==> config.mk <==
export PLATFORM = sky130hd
export DESIGN_NAME = phs_div
export DESIGN_NICKNAME = d
export VERILOG_FILES = /design/src/rtl/phs_div.sv
export SDC_FILE = /design/constraint.sdc
export NUM_CORES = 1
export LEC_CHECK = 0
export BUFFER_PORTS_ARGS = -buffer_cell sky130_fd_sc_hd__buf_4
export CORE_MARGIN = 2
export CORE_UTILIZATION = 68
export CTS_CLUSTER_SIZE = 8
export DETAILED_ROUTE_END_ITERATION = 16
export PLACE_DENSITY = 0.85
export SYNTH_ARGS = -nofsm -noshare
export SYNTH_HDL_FRONTEND = slang
export SYNTH_SLANG_ARGS = --single-unit
export TNS_END_PERCENT = 50
==> constraint.sdc <==
create_clock -name clk -period 6.3 [get_ports clk]
set_clock_uncertainty 0.15 [all_clocks]
set_input_delay 1.26 -clock clk [delete_from_list [all_inputs] [get_ports clk]]
set_output_delay 1.26 -clock clk [all_outputs]
set_load 0.02 [all_outputs]
==> src/rtl/phs_div.sv <==
// Pipelined restoring divider, one quotient bit per stage.
`timescale 1ns / 1ps
`default_nettype none
module phs_div #(
	parameter int DW = 12,
	parameter int QW = 12
) (
	input  wire logic             clk,
	input  wire logic             en,
	input  wire logic [DW+QW-1:0] num,
	input  wire logic [DW-1:0]    den,
	output logic      [QW-1:0]    quo
);

	localparam int W = DW + QW;

	// The numerator must stay below den * 2**QW for the quotient to fit.
	logic [W-1:0]  rem_s [QW-1];
	logic [DW-1:0] den_s [QW-1];
	logic [QW-1:0] quo_s [QW];

	for (genvar k = 0; k < QW; k++) begin : g_step
		logic [W-1:0]  rem_in;
		logic [DW-1:0] den_in;
		logic [QW-1:0] quo_in;
		logic [W-1:0]  trial;
		logic          take;

		if (k == 0) begin : g_first
			assign rem_in = num;
			assign den_in = den;
			assign quo_in = '0;
		end else begin : g_next
			assign rem_in = rem_s[k-1];
			assign den_in = den_s[k-1];
			assign quo_in = quo_s[k-1];
		end

		assign trial = W'(den_in) << (QW - 1 - k);
		assign take  = (rem_in >= trial);

		always_ff @(posedge clk) begin
			if (en) begin
				quo_s[k] <= take ? (quo_in | (QW'(1) << (QW - 1 - k))) : quo_in;
			end
		end

		if (k < QW - 1) begin : g_carry
			always_ff @(posedge clk) begin
				if (en) begin
					rem_s[k] <= take ? (rem_in - trial) : rem_in;
					den_s[k] <= den_in;
				end
			end
		end
	end

	assign quo = quo_s[QW-1];

endmodule
`default_nettype wire

==> results of run 1 <==
==> cells by family (layout without fill, tap and decap cells) <==
| group | Yosys count | count (layout) |
|---|---|---|
| buf+inv | 214 | 327 |
| simple gates | 493 | 493 |
| mux | 37 | 37 |
| fa+ha+maj | 155 | 155 |
| compound gates | 427 | 427 |
| flops | 474 | 474 |
| xor+xnor | 150 | 150 |
==> Yosys cell counts (all sizes together), types with 8 or more instances <==
master	n	area, um2
edfxtp	474	14230
inv	191	719.4
nor2	147	554.3
ha	144	1802
a21oi	140	719.4
nand2	102	382.9
o21ai	100	500.5
xnor2	79	691.9
xor2	71	621.9
a21o	40	300.3
nor3	40	200.2
mux2	31	349.1
nand2b	26	162.7
o21a	26	195.2
nor4	25	156.4
nand3	23	115.1
nor2b	20	125.1
clkbuf	19	71.32
or4	17	138.9
or3	16	100.1
o211ai	15	117.6
a211oi	14	105.1
nand3b	13	97.59
nand4	13	81.33
a21boi	11	82.58
fa	11	220.2
o31ai	10	75.07
a31oi	9	56.30
nand4b	8	70.07
or2	8	50.05
==> metrics by stage <==
step / cell area [um2] / setup slack, ns
CTS: 26760 / 2.447
global route: 26760 / 2.233
global placement: 24970 / 2.630
floorplan: 24010 / 2.939
finish: 26760 / 2.430
detailed placement: 24970 / 2.480
==> final cells by class <==
cell class,count,area share (%)
clock buffers,69,6.453
clock inverters,7,0.2291
inverters,191,2.689
multi-input cells,1262,33.51
flip-flops and latches,474,53.19
well taps,455,2.127
repair buffers,60,1.805
==> flip-flops by register name (all words and copies together) (netlist names) <==
| name | count |
|---|---|
| den_s | 132 |
| quo_s | 78 |
| rem_s | 264 |
==> report_power, final <==
group | total (mW) | internal (mW) | switching [mW]
clock | 3.16 | 1.93 | 1.23
sequential | 4.75 | 4.36 | 0.393
combinational | 3.42 | 1.50 | 1.92
==> final timing paths <==
check                    from     endpoint  slack [ns]  cells after the start
setup / recovery  rem_s[4][6]  rem_s[5][7]        2.43                     10
hold / removal    quo_s[5][9]  quo_s[6][9]        0.26                      0
setup reg to reg  rem_s[4][6]  rem_s[5][7]        2.43                     10
hold reg to reg   quo_s[5][9]  quo_s[6][9]        0.26                      0
==> critical path, cell delays in order, from the launching register on <==
cell and delay, ns:
edfxtp_1 0.37, inv_1 0.10, ha_1 0.20, inv_1 0.07
fa_1 0.41, a21oi_1 0.28, o211ai_1 0.18, a221oi_1 0.58
nor2b_1 0.22, o21a_1 0.64, mux2_2 0.41
==> routing by layer <==
metal	vias to the layer above	part of all wire [%]
met1	7467	33
met2	675	55
met3	223	4.6
met4	0	7.1
met5	-	0
li1	7398	-
==> results.sh, run 1 <==
export IMPL_status="completed"
export IMPL_grt_usage_pct=27.00
export IMPL_antenna_found_initial=0
export IMPL_final_util_pct=77.28
export IMPL_vias_per_cell=6.260
export IMPL_arrival_ns=4.04
export IMPL_antennaDiodeCount=0
export IMPL_ant_nets=0
export IMPL_worst_slew_pin_slew_ns=1.022
export IMPL_met3_usage_pct=4.842
export IMPL_routed_wl_um=47840
export IMPL_max_cap_viol_count=0
export IMPL_coreArea_um2=34630
export IMPL_syn_cell_area_um2=24010
export IMPL_portBuffers=49
export IMPL_multiInputGateArea_um2=8966
export IMPL_initial_core_util_pct=69.33
export IMPL_grt_overflow=0
export IMPL_grt_pass1_wl_um=77470
export IMPL_worstHoldPathType="reg2reg"
export IMPL_placed_cells=2442
export IMPL_met2_usage_pct=52.29
export IMPL_synth_seq_cells=474
export IMPL_yosysWarnings=0
export IMPL_drc_errors=0
export IMPL_clk_pin_slew_worst_paths_ns=0.05
export IMPL_drtIter0Drc=1249
export IMPL_p_leak_nw=10.39
export IMPL_clock_sinks=474
export IMPL_async_reset_ff_share_pct=0
export IMPL_path_class="reg2reg"
export IMPL_grt_util_met1_pct=25.10
export IMPL_synth_distinct_cells=78
export IMPL_synthMuxAreaShare_pct=1.704
export IMPL_grt_busiest_layer="met2"
export IMPL_drive_gt1_share_pct=9.598
export IMPL_synth_compound_area_share_pct=11.26
export IMPL_ctsRootBufferMaster="clkbuf_16"
export IMPL_hold_viol_final=0
export IMPL_post_cts_resized=0
export IMPL_synth_edf_count=474
export IMPL_cts_tree="built"
export IMPL_io_pins=50
export IMPL_relSlewSlack_pct=31.84
export IMPL_stdcell_count=2518
export IMPL_hpwl_um=32580
export IMPL_hold_buffers=0
export IMPL_grt_max_degree=140
export IMPL_layout_nets=2251
export IMPL_fin_crit_sh_pct=61.43
export IMPL_grt_pass1_vias=16490
export IMPL_drv_slew=0
export IMPL_final_cell_mix="474 x edfxtp_1, 190 x inv_1, 146 x nor2_1"
export IMPL_synthToLayoutAreaGrowth_pct=11.45
export IMPL_final_common_cell="edfxtp_1"
export IMPL_regArea_um2=14230
export IMPL_gp_congestion=0.9345
export IMPL_synth_flop_cell="edfxtp_1"
export IMPL_die_h_um=191.9
export IMPL_num_vias=15760
export IMPL_wire_per_inst_um=19.00
export IMPL_synth_top_family_by_area="compound AO/OA/AOI/OAI gates"
export IMPL_synth_avg_cell_area_um2=12.31
export IMPL_drt_pre_antenna_iters=5
export IMPL_whs_ns=0.2583
export IMPL_cts_buffer_depth=3
export IMPL_cellPowerDensity_nw_per_um2=423.2
export IMPL_yosysSeqAreaShare_pct=59.28
export IMPL_post_cts_buffers=0
export IMPL_setup_viol=0
export IMPL_power_mw=11.32
export IMPL_crit_path_end_kind="register"
export IMPL_cp_max_fo=23
export IMPL_fill_cells=1912
export IMPL_required_ns=6.47
export IMPL_ir_drop_mv=0.2861
export IMPL_yosys_area_share_xor_xnor_pct=5.472
export IMPL_synthAdderAreaFrac_pct=8.421
export IMPL_syn_instance_count=1950
export IMPL_fp_dieArea_um2=36830
export IMPL_clock_latency_ns=0.58
export IMPL_max_freq_mhz=258.4
export IMPL_num_rows=68
export IMPL_crit_path_start_kind="register"
export IMPL_cts_htree_levels=3
export IMPL_cts_buffers=69
export IMPL_period_needed_ns=3.870
export IMPL_rsz0062_at_grt="no"
export IMPL_die_x_um=191.9
export IMPL_tns_ns=0
export IMPL_synth_simple_area_share_pct=10.45
export IMPL_synth_nets=2143
Power figures use the tool's default switching activity.
==> run 2: changes to the inputs <==
Settings changed: ABC_AREA set to 1, CORE_UTILIZATION 68 to 58, PLACE_DENSITY 0.85 to 0.77.
Clock period 6.3 ns to 3.25 ns, I/O delays scaled along.
==> run 2 against run 1 <==
Effect of this change:
- total power is 110% higher
- critical path type unchanged
- highest routed layer unchanged
- largest power group unchanged
- wire length is 41% higher
- critical endpoint is now rem_s[9][7]
- count of clock-buffer cells in the layout is 7 higher
- largest cell class unchanged
- clock power is 98% higher
- synthesized area is 15% higher
- cell count is 56% higher
- sequential share of layout area is 6.7 points lower
==> results.sh, run 2 <==
export IMPL_final_cell_mix="1048 x nand2_1, 488 x inv_1, 474 x edfxtp_1"
export IMPL_hold_buffers=0
export IMPL_die_x_um=222.6
export IMPL_grt_usage_pct=27.84
export IMPL_cellPowerDensity_nw_per_um2=781.3
export IMPL_cts_htree_levels=3
export IMPL_hold_path_end="den_s[0][5]"
export IMPL_antennaDiodeCount=0
export IMPL_min_path_cells=1
export IMPL_p_leak_nw=13.90
export IMPL_status="completed"
export IMPL_r2r_end="rem_s[9][7]"
export IMPL_reg2reg_slack_ns=0.43
export IMPL_synth_flop_cell="edfxtp_1"
export IMPL_portBuffers=49
export IMPL_pwr_share_clk_pct=26.1
export IMPL_hp_start="den[5]"
export IMPL_synthTopCellsByArea="edfxtp_1 51%, nand2_1 14%, inv_1 6.6%, ha_1 6.5%, nor2_1 4.1%"
export IMPL_relSlewSlack_pct=56.03
export IMPL_cts_buffer_depth=3
export IMPL_die_h_um=222.6
export IMPL_initial_core_util_pct=58.40
export IMPL_cts_buffers=69
export IMPL_ir_drop_mv=0.4994
export IMPL_drtIter0Drc=1656
export IMPL_p_sw_share_pct=36.79
export IMPL_wire_per_inst_um=17.19
export IMPL_post_cts_buffers=0
export IMPL_r2r_start="rem_s[8][2]"
export IMPL_yosysMostFrequentCell="nand2_1"
export IMPL_placedInstanceArea_um2=28820
export IMPL_synth_distinct_cells=41
export IMPL_syn_instance_count=3200
export IMPL_tns_ns=0
export IMPL_stdcell_area_um2=30650
export IMPL_synth_edf_count=474
export IMPL_ant_nets=0
export IMPL_synth_avg_cell_area_um2=8.658
export IMPL_synth_nets=3393
export IMPL_internal_power_mw=15.13
export IMPL_required_ns=3.41
export IMPL_drc_errors=0
export IMPL_num_vias=21300
export IMPL_drv_slew=0
export IMPL_gp_congestion=0.9259
export IMPL_clock_latency_ns=0.59
export IMPL_stdcell_count=3936
export IMPL_worstHoldPathType="in2reg"
export IMPL_routed_wl_um=67660
export IMPL_p_sw_mw=8.809
export IMPL_synth_top_area_cell="edfxtp_1"
export IMPL_cp_max_fo=29
export IMPL_period_needed_ns=2.823
export IMPL_synthToLayoutAreaGrowth_pct=10.61
export IMPL_drive_gt1_share_pct=7.257
export IMPL_grt_overflow=0
export IMPL_worst_slew_pin_slew_ns=0.6526
export IMPL_layout_nets=3504
export IMPL_largest_reg_flops=264
export IMPL_fp_dieArea_um2=49540
export IMPL_synth_top_area_share_pct=51.37
export IMPL_hpwl_um=52480
export IMPL_grt_max_degree=71
export IMPL_largest_register="rem_s"
export IMPL_yosysSeqAreaShare_pct=51.37
export IMPL_syn_cell_area_um2=27710
export IMPL_num_rows=80
export IMPL_grt_pass1_vias=21080
export IMPL_vias_per_cell=5.412
export IMPL_path_class="reg2reg"
export IMPL_setup_viol=0
export IMPL_max_freq_mhz=354.3
export IMPL_pwr_share_seq_pct=38.7
export IMPL_synth_seq_cells=474
export IMPL_antenna_found_initial=0
export IMPL_coreArea_um2=47450
export IMPL_io_pins=50
export IMPL_hold_viol_final=0
export IMPL_grt_pass1_wl_um=108300
export IMPL_crit_path_end_kind="register"
export IMPL_ctsRootBufferMaster="clkbuf_16"
export IMPL_synth_common_cells="1048 x nand2_1, 488 x inv_1, 474 x edfxtp_1"
export IMPL_cts_tree="built"
export IMPL_rsz0062_at_grt="no"
export IMPL_drt_pre_antenna_iters=7
export IMPL_fill_cells=3917
export IMPL_max_cap_viol_count=0
export IMPL_power_frac_comb_pct=35.2
export IMPL_crit_path_start_kind="register"
export IMPL_placed_cells=3855
export IMPL_clk_pin_slew_worst_paths_ns=0.05
export IMPL_arrival_ns=2.98
export IMPL_async_reset_ff_share_pct=0
export IMPL_reg_top3="rem_s x264, den_s x132, quo_s x78"
export IMPL_fin_crit_sh_pct=86.85
export IMPL_clock_sinks=474
export IMPL_final_common_cell="nand2_1"
export IMPL_startpoint="rem_s[8][2]"
export IMPL_post_cts_resized=0
export IMPL_yosysWarnings=0
export IMPL_reg2regPathDepth=12
==> run 2: cell types whose count changed in the layout (fill, tap and decap cells not counted), sizes merged, moves of 25 or more <==
cell / previous run / this run
nand3: 23 / 188
nor4: 25 / 0
o21a: 26 / 0
nand2b: 26 / 0
nand2: 102 / 1055
xnor2: 79 / 34
nor2: 147 / 315
a21o: 40 / 2
nand4: 13 / 63
inv: 197 / 519
mux2: 31 / 0
==> run 2: cell type report <==
cell class	count	area [um2]	area share [%]
repair buffers	63	543.0	1.772
well taps	615	769.5	2.511
flip-flops and latches	474	14230	46.44
multi-input cells	2188	11340	36.99
inverters	515	1938	6.324
clock buffers	76	1774	5.789
clock inverters	5	51.30	0.1674
==> run 2: kinds of logic (layout without fill, tap and decap cells) <==
group,count (synthesis),in the layout,share of synthesized area [%]
buffers and inverters,538,659,7.709
AND/OR/NAND/NOR,1691,1691,25.58
XOR/XNOR,93,93,2.940
AO/OA/AOI/OAI,249,249,5.103
adder cells (fa/ha/maj),155,155,7.298
flip-flops,474,474,51.37
==> run 2: power by group through the flow <==
stage,Combinational [mW],Sequential (mW),Clock [mW]
2_1_floorplan,6.35,8.90,0
3_3_place_gp,8.17,9.35,0
3_5_place_dp,8.30,9.35,0
4_1_cts,8.36,9.26,6.36
5_1_grt,9.58,9.35,6.62
6_report,8.43,9.27,6.25
==> run 2: worst max path at each step <==
stage / end / slack, ns / cells after the start
5_1_grt: rem_s[9][2] / 0.16 / 12
2_1_floorplan: rem_s[9][19] / 0.88 / 14
3_3_place_gp: rem_s[0][23] / 0.44 / 10
3_5_place_dp: rem_s[0][20] / 0.39 / 10
4_1_cts: rem_s[9][4] / 0.41 / 12
6_report: rem_s[9][7] / 0.43 / 12
==> run 2: routing by layer <==
metal / track usage, % / vias to the layer above / share of wire [%]
met2: 48.90 / 607 / 49
met4: 10.72 / 0 / 3.3
met3: 2.975 / 129 / 4.4
li1: - / 10640 / -
met1: 35.55 / 9925 / 43
met5: 0 / - / 0
==> run 2: critical path: stages (launching register included) <==
cell and delay, ns:
edfxtp_1 0.38, inv_1 0.08, ha_1 0.14, inv_1 0.09
fa_1 0.46, nand3_1 0.13, nand3_2 0.13, nand2_1 0.09
nand2_1 0.08, nand2_1 0.13, nand3_4 0.12, inv_2 0.45
o21ai_1 0.13
==> run 2: stage by stage <==
stage	power [mW]	setup slack [ns]	util (%)	hold slack (ns)
detailed placement	17.65	0.3852	60.75	0.2545
CTS	23.99	0.4074	64.59	0.07555
floorplan	15.25	0.8782	-	0.2503
global route	25.56	0.1597	64.59	0.09233
finish	23.94	0.4273	64.59	0.1023
global placement	17.52	0.4447	60.75	0.2506
